File: src/design/codepoint_to_byte_table_translator_defines.svh
// assertion macros used by the top-level design file
`ifndef CODEPOINT_TO_BYTE_TABLE_TRANSLATOR_DEFINES_SVH
`define CODEPOINT_TO_BYTE_TABLE_TRANSLATOR_DEFINES_SVH

`ifndef NO_ASSERTIONS
`define CTBT_ASSERT_IMPL(label, clk, rstn, ante, cons) \
    label: assert property (@(posedge clk) disable iff (!rstn) (ante) |-> (cons)) \
        else $error("ctbt assertion failed");
`define CTBT_ASSERT_NEXT(label, clk, rstn, ante, cons) \
    label: assert property (@(posedge clk) disable iff (!rstn) (ante) |=> (cons)) \
        else $error("ctbt assertion failed");
`else
`define CTBT_ASSERT_IMPL(label, clk, rstn, ante, cons)
`define CTBT_ASSERT_NEXT(label, clk, rstn, ante, cons)
`endif

`endif

File: src/design/ctbt_pkg.sv
package ctbt_pkg;

    localparam int DEFAULT_TABLE_DEPTH = 512;
    localparam int RESET_ENTRIES       = 128;
    localparam int CODE_W              = 16;
    localparam int BYTE_W              = 8;

    typedef enum logic [1:0] {
        OP_TRANSLATE = 2'd0,
        OP_LOAD      = 2'd1,
        OP_CLEAR     = 2'd2
    } op_t;

    localparam logic KIND_BYTE   = 1'b0;
    localparam logic KIND_REJECT = 1'b1;

    // request walking down the row, one cell per cycle
    typedef struct packed {
        logic              active;
        op_t               op;
        logic [CODE_W-1:0] code;
        logic [BYTE_W-1:0] mbyte;
        logic              full;
        logic              done;
        logic              hit;
        logic [BYTE_W-1:0] hit_byte;
        logic              reject;
        logic              carry_valid;
        logic [CODE_W-1:0] carry_code;
        logic [BYTE_W-1:0] carry_byte;
    } tok_t;

endpackage

File: src/design/ctbt_cell.sv
module ctbt_cell
    import ctbt_pkg::*;
#(
    parameter bit              IS_HEAD    = 1'b0,
    parameter bit              INIT_VALID = 1'b0,
    parameter logic [CODE_W-1:0] INIT_CODE = '0
) (
    input  logic aclk,
    input  logic aresetn,
    input  tok_t tok_in,
    output tok_t tok_out,
    output logic valid_out
);

    logic              valid_reg, valid_next;
    logic [CODE_W-1:0] code_reg, code_next;
    logic [BYTE_W-1:0] byte_reg, byte_next;
    tok_t              tok_reg, tok_next;

    always_comb begin
        valid_next = valid_reg;
        code_next  = code_reg;
        byte_next  = byte_reg;
        tok_next   = tok_in;
        if (tok_in.active) begin
            unique case (tok_in.op)
                OP_TRANSLATE: begin
                    if (!tok_in.done && valid_reg) begin
                        if (code_reg == tok_in.code) begin
                            tok_next.hit      = 1'b1;
                            tok_next.hit_byte = byte_reg;
                            tok_next.done     = 1'b1;
                        end else if (code_reg > tok_in.code) begin
                            tok_next.done = 1'b1;
                        end
                    end
                end
                OP_LOAD: begin
                    if (tok_in.carry_valid) begin
                        // shifting entries up by one place
                        valid_next           = 1'b1;
                        code_next            = tok_in.carry_code;
                        byte_next            = tok_in.carry_byte;
                        tok_next.carry_valid = valid_reg;
                        tok_next.carry_code  = code_reg;
                        tok_next.carry_byte  = byte_reg;
                    end else if (!tok_in.done) begin
                        if (valid_reg && code_reg == tok_in.code) begin
                            byte_next     = tok_in.mbyte;
                            tok_next.done = 1'b1;
                        end else if (!valid_reg || code_reg > tok_in.code) begin
                            tok_next.done = 1'b1;
                            if (tok_in.full) begin
                                tok_next.reject = 1'b1;
                            end else begin
                                valid_next           = 1'b1;
                                code_next            = tok_in.code;
                                byte_next            = tok_in.mbyte;
                                tok_next.carry_valid = valid_reg;
                                tok_next.carry_code  = code_reg;
                                tok_next.carry_byte  = byte_reg;
                            end
                        end
                    end
                end
                OP_CLEAR: begin
                    valid_next = IS_HEAD;
                    code_next  = '0;
                    byte_next  = '0;
                end
                default: begin
                end
            endcase
        end
    end

    always_ff @(posedge aclk) begin
        if (!aresetn) begin
            valid_reg <= INIT_VALID;
            code_reg  <= INIT_CODE;
            byte_reg  <= INIT_CODE[BYTE_W-1:0];
            tok_reg   <= '0;
        end else begin
            valid_reg <= valid_next;
            code_reg  <= code_next;
            byte_reg  <= byte_next;
            tok_reg   <= tok_next;
        end
    end

    assign tok_out   = tok_reg;
    assign valid_out = valid_reg;

endmodule

File: config.mk
export PLATFORM = sky130hd
export DESIGN_NAME = ctbt_cell
export DESIGN_NICKNAME = d
export VERILOG_FILES = /design/src/design/codepoint_to_byte_table_translator_defines.svh /design/src/design/ctbt_pkg.sv /design/src/design/ctbt_cell.sv
export SDC_FILE = /design/constraint.sdc
export NUM_CORES = 1
export LEC_CHECK = 0
export ABC_AREA = 1
export BUFFER_PORTS_ARGS = -buffer_cell sky130_fd_sc_hd__buf_2
export CORE_MARGIN = 10
export CORE_UTILIZATION = 55
export DETAILED_ROUTE_END_ITERATION = 6
export GPL_ROUTABILITY_DRIVEN = 0
export PLACE_DENSITY = 0.85
export SLEW_MARGIN = 0
export SYNTH_ARGS = -nofsm -noshare
export SYNTH_HDL_FRONTEND = slang
export SYNTH_SLANG_ARGS = --single-unit
File: constraint.sdc
create_clock -name aclk -period 3.39 [get_ports aclk]
set_input_delay 0.1695 -clock aclk [delete_from_list [all_inputs] [get_ports aclk]]
set_output_delay 0.1695 -clock aclk [all_outputs]
set_load 0.02 [all_outputs]
==> reports/metrics.csv, run 1 <==
metric,value,unit
dp_hpwl,8.51,mm
end_kind,register,
syn2layout_area_growth,25.1,%
antenna_found_initial,0,
min_to,tok_out[60],
ant_nets,0,
min-delay-start,tok_in[60],
yosys_warnings,0,
synthDistinctLibCells,29,
fin_crit,2650,ps
clockRootBuffer,clkbuf_8,
grt_pass1_vias,4042,
synth_top_cell_area_share,43.0,%
rsz0062_at_grt,false,
nNetsFinal,797,
io-pin-count,131,
fin_skew,14.6,ps
cts_sinks,89,
grt_pass1_wl,18.8,mm
num_rows,31,
cts_made_buffers,9,
crit_fanout,35,
hold_viol,0,
slew_headroom,56.7,%
p_per_area,458,nW/µm²
crit_required,3650,ps
slew_viol_final,0,
min_path_cells,3,
drt_first_pass_iters,5,
worstSkewPairLatency,360,ps
routed_wl,11.8,mm
wire_per_inst,14.4,µm
die_h,107,µm
io_buffer_count,130,
setup_violations,0,
synth_nets,665,
synth.top_cells.by_area,"dfxtp_1 (43%), nand2_1 (14%), inv_1 (7.4%)",
synth_edf_count,0,
synth-seq-area-share,43.0,%
hold_class,in2reg,
maxCapViolCount,0,
outcome,"complete, no violations",
synth_common_cells,"nand2_1 (152), dfxtp_1 (89), inv_1 (82), nor2_1 (58), a21oi_1 (55)",
timing.hold.ws,6.07,ps
vias,4177,
fmax,377,MHz
grtUsageTotal,19.8,%
ys_ff_latch,89,
grt_max_degree,36,
worst_pin_slew,647,ps
fin_crit_sh,78.3,%
largest_reg_flops,64,
antenna_cells,0,
die_x,107,µm
viasPerCell,5.10,
clock_path_buffers,2,
final_cell_area,5180,µm²
r2r-end,tok_out[23],
syn_area_per_cell,7.10,µm²
drc,0,
r2r_setup_slack,910,ps
clkTransAtPathRegs,90,ps
tns,0,ps
dieArea,11400,µm²
async_flop_share,0,%
postSynthCellCount,583,
p_leak,0.00289,µW
path_class,in2reg,
vdd_drop_max,0.000260,V
critPathLaunchType,input pin,
post_route_cells_drive_above_1_share,23.2,%
reg2reg_from,code_reg[11],
ys.flop_type,dfxtp_1,
cts_tree,built,
r2r_cells,14,
yosysMostFrequentCell,nand2_1,
syn_area,4140,µm²
arrival,2910,ps
postCtsSetupBuffers,0,
initial_core_util,56.8,%
h-tree-depth,3,
placed_area,4800,µm²
dr.first_iter.drc_count,238,
grt.overflow.total,0,
yosys.area.top_type,dfxtp_1,
placeableCoreArea,7290,µm²
layout make-up:
cell class / instances / area (µm²)
Clock buffer: 9 / 124
Fill cell: 634 / 2120
Tap cell: 99 / 124
Timing Repair Buffer: 146 / 806
Clock inverter: 7 / 116
Inverter: 85 / 319
Sequential cell: 89 / 1780
Multi-Input combinational cell: 384 / 1910
layer usage:
layer / routed length [µm] / vias to the layer above / part of all wire (%) / GRT usage (%)
met4: 216 / 0 / 1.8 / 7.64
met2: 5900 / 162 / 50 / 33.9
met3: 1010 / 22 / 8.6 / 6.23
met5: 0 / - / 0 / 0
li1: - / 2084 / - / -
met1: 4640 / 1909 / 39 / 22.6
how the worst max path moves through the flow:
stage | start | endpoint
after floorplan | code_reg[11] | tok_out[8]
after global placement | code_reg[15] | tok_out[5]
after detailed placement | code_reg[11] | tok_out[23]
after CTS | tok_in[56] | tok_out[23]
after global routing | tok_in[59] | tok_out[23]
final | tok_in[55] | tok_out[23]
power breakdown:
group / switching, µW / internal [µW]
clock network: 387 / 490
registers: 18.0 / 1100
logic: 245 / 134
total: 650 / 1720
cell families after synthesis:
group           Yosys count  synth area share (%)
flops                    89                  43.0
compound gates          106                  13.6
simple gates            262                  27.6
buf+inv                 110                  10.9
fa+ha+maj                16                  4.84
cell usage in the layout (no fill, tap or decap):
master and count:
nand2_1 152, buf_2 130, dfxtp_1 89, inv_1 82, nor2_1 58, a21oi_1 55, o21ai_0 41, nand3_1 31
ha_1 16, dlygate4sd3_1 14, clkbuf_8 9, o21a_1 7, nand2_4 6, nor3_1 5, inv_2 3, bufinv_16 3
nand2_2 2, clkinv_2 2, buf_4 2, nor2_2 1, a21o_1 1, nand3_2 1, nor3_4 1, nand4_4 1
nand3_4 1, nor2_4 1, a21boi_2 1, o211a_1 1, or2_2 1, nand4_1 1, inv_6 1, clkinvlp_4 1
critical path, stage by stage:
cell and delay, ps:
dlygate4sd3_1 550, buf_2 120, inv_1 50, ha_1 280, nand2_1 70, inv_2 60, nand3_2 80, nor3_4 170
nand4_4 190, nand2_2 160, nand2_4 80, nand3_4 110, nand2_4 180, nand2_4 390, nand2_1 100, nand2_1 80
nor2_1 40
per-stage QoR:
step / std cells / setup WS, ps / power [µW] / util [%]
3_3_place_gp: 789 / 1060 / 1490 / 65.8
2_1_floorplan: 583 / 1480 / 1370 / -
6_report: 819 / 737 / 2370 / 71.0
4_1_cts: 819 / 799 / 2370 / 71.0
5_1_grt: 819 / 534 / 2470 / 71.0
3_5_place_dp: 789 / 956 / 1500 / 65.8
what timing repair did:
| action | in CTS | in global routing |
|---|---|---|
| resized for setup | 0 | 0 |
| endpoints found under the hold margin | 14 | 0 |
| hold buffers | 14 | 0 |
(Power assumes the default switching activity.)
==> inputs of run 2 (changes only) <==
- CORE_UTILIZATION: 55 -> 46
- PLACE_DENSITY: 0.85 -> 0.76
- clock period: 3.39 -> 2.3 ns (I/O delays scaled with it)
==> reports/metrics.csv, run 2 (synthesized netlist as in run 1, its figures left out) <==
metric,value,unit
post_route_cells_drive_above_1_share,27.6,%
p_per_area,635,nW/µm²
slew_viol_final,0,
crit_required,2590,ps
initial_core_util,47.5,%
fin_skew,10.3,ps
clockRootBuffer,clkbuf_8,
grt_max_degree,36,
arrival,2540,ps
grt.overflow.total,0,
wire_per_inst,15.6,µm
rsz0062_at_grt,true,
vdd_drop_max,0.000338,V
layout_common_cells,"nand2_1 (149), buf_2 (129), dfxtp_1 (87)",
drc,0,
p_leak,0.00305,µW
num_rows,34,
io_buffer_count,130,
setup_violations,0,
critPathLaunchType,input pin,
drt_first_pass_iters,5,
worstSkewPairLatency,360,ps
nFillCells,740,
grtUsageTotal,18.2,%
h-tree-depth,3,
cts_sinks,89,
hold_class,in2reg,
outcome,"complete, no violations",
placed_area,4860,µm²
cts_tree,built,
dieArea,13200,µm²
place_ws,95.1,ps
critPathBufInv,4,
ant_nets,0,
fmax,443,MHz
die_h,115,µm
tns,0,ps
viasPerCell,5.09,
path_class,in2reg,
final_common_cell,nand2_1,
final_cell_area,5690,µm²
slew_headroom,55.4,%
placeableCoreArea,8720,µm²
routed_wl,13.4,mm
worst_slack,44.5,ps
maxCapViolCount,0,
vias,4372,
end_kind,register,
cts_made_buffers,9,
hold_viol,0,
grt_pass1_wl,20.1,mm
antenna_found_initial,1,
path_cells,dlygate4sd3_1 > buf_2 > inv_1 > ha_1 > nand2_1 > nor2_2 > nand2_1 > nand2_1 > nand2_2 > nand2_2 > nand2_4 > nand2_4 > nand3_4 > nand2_8 > clkbuf_16 > nand3_1 > a21oi_2,
worst_pin_slew,669,ps
clock_path_buffers,2,
total_power,3610,µW
cpLargestDelayFamily,simple AND/OR/NAND/NOR gates,
grt_pass1_vias,4294,
clkTransAtPathRegs,90,ps
fin_crit,2260,ps
dp_hpwl,8.72,mm
cpPeakStageDelay,520,ps
crit_slowest_cell,dlygate4sd3_1,
dr.first_iter.drc_count,332,
io-pin-count,131,
nNetsFinal,827,
largest_reg_flops,64,
syn2layout_area_growth,37.5,%
fin_crit_sh,98.1,%
die_x,115,µm
crit_top_cell,nand2_1,
crit_fanout,7,
==> run 2: changes by cell type in the layout (fill, tap and decap cells not counted), sizes merged <==
cell / delta
dlygate4sd3: +13
buf: +11
nand2: +4
clkbuf: +3
clkinv: -1
diode: +1
dlymetal6s4s: +1
inv: -1
==> run 2: report_power, final <==
| group | leakage, µW | switching [µW] | internal, µW |
|---|---|---|---|
| sequential | 0.000737 | 28.6 | 1620 |
| combinational | 0.00220 | 400 | 243 |
| clock | 0.000120 | 571 | 751 |
==> run 2: worst reg2reg max path, cell delays in order, from the launching register on <==
cell	delay, ps
dfxtp_2	350
ha_4	260
nand2_1	60
inv_2	80
nand3_4	80
nor3_4	240
nand2_2	100
nand2_2	90
nand2_4	70
nand2_4	80
nand3_4	150
nand2_8	170
clkbuf_16	190
nand3_1	90
a21oi_2	160
==> run 2: path summary, 6_finish.rpt <==
path | endpoint | slack, ps | startpoint | depth (start not counted)
setup / recovery | code_reg[8] | 40 | tok_in[51] | 17
hold reg to reg | byte_reg[7] | 470 | byte_reg[7] | 2
hold / removal | tok_out[26] | 10 | tok_in[26] | 3
setup reg to reg | code_reg[8] | 60 | code_reg[10] | 14
==> run 2: final cells by class <==
| cell class | count | area [µm²] | area share [%] |
|---|---|---|---|
| multi-input combinational | 388 | 2130 | 37.5 |
| antenna | 1 | 2.50 | 0.0440 |
| clock inverter | 5 | 103 | 1.80 |
| tap | 108 | 135 | 2.37 |
| inverter | 85 | 319 | 5.61 |
| timing repair buffer | 172 | 1070 | 18.9 |
| sequential | 89 | 1780 | 31.3 |
| clock buffer | 11 | 141 | 2.48 |
==> run 2: per-stage QoR <==
stage / cells / hold WS (ps) / util [%]
after floorplan: 583 / 208 / -
after global placement: 805 / 310 / 55.7
after detailed placement: 805 / 314 / 55.7
after CTS: 849 / 6.18 / 61.7
after global routing: 858 / 15.7 / 65.2
final: 859 / 10.2 / 65.3
==> run 2: what timing repair did <==
action                                 4_1_cts  5_1_grt
setup buffers                                0        5
hold buffers                                28        0
endpoints found under the hold margin       28        0
gates resized for setup                      0       41
setup endpoints to repair                    0       44
==> run 2: layer usage <==
layer	up-vias	global-route usage [%]	share of wire, %
met4	0	6.11	2.1
met2	212	30.5	48
met1	1978	21.5	40
li1	2150	-	-
met5	-	0	0
met3	32	5.99	9.6
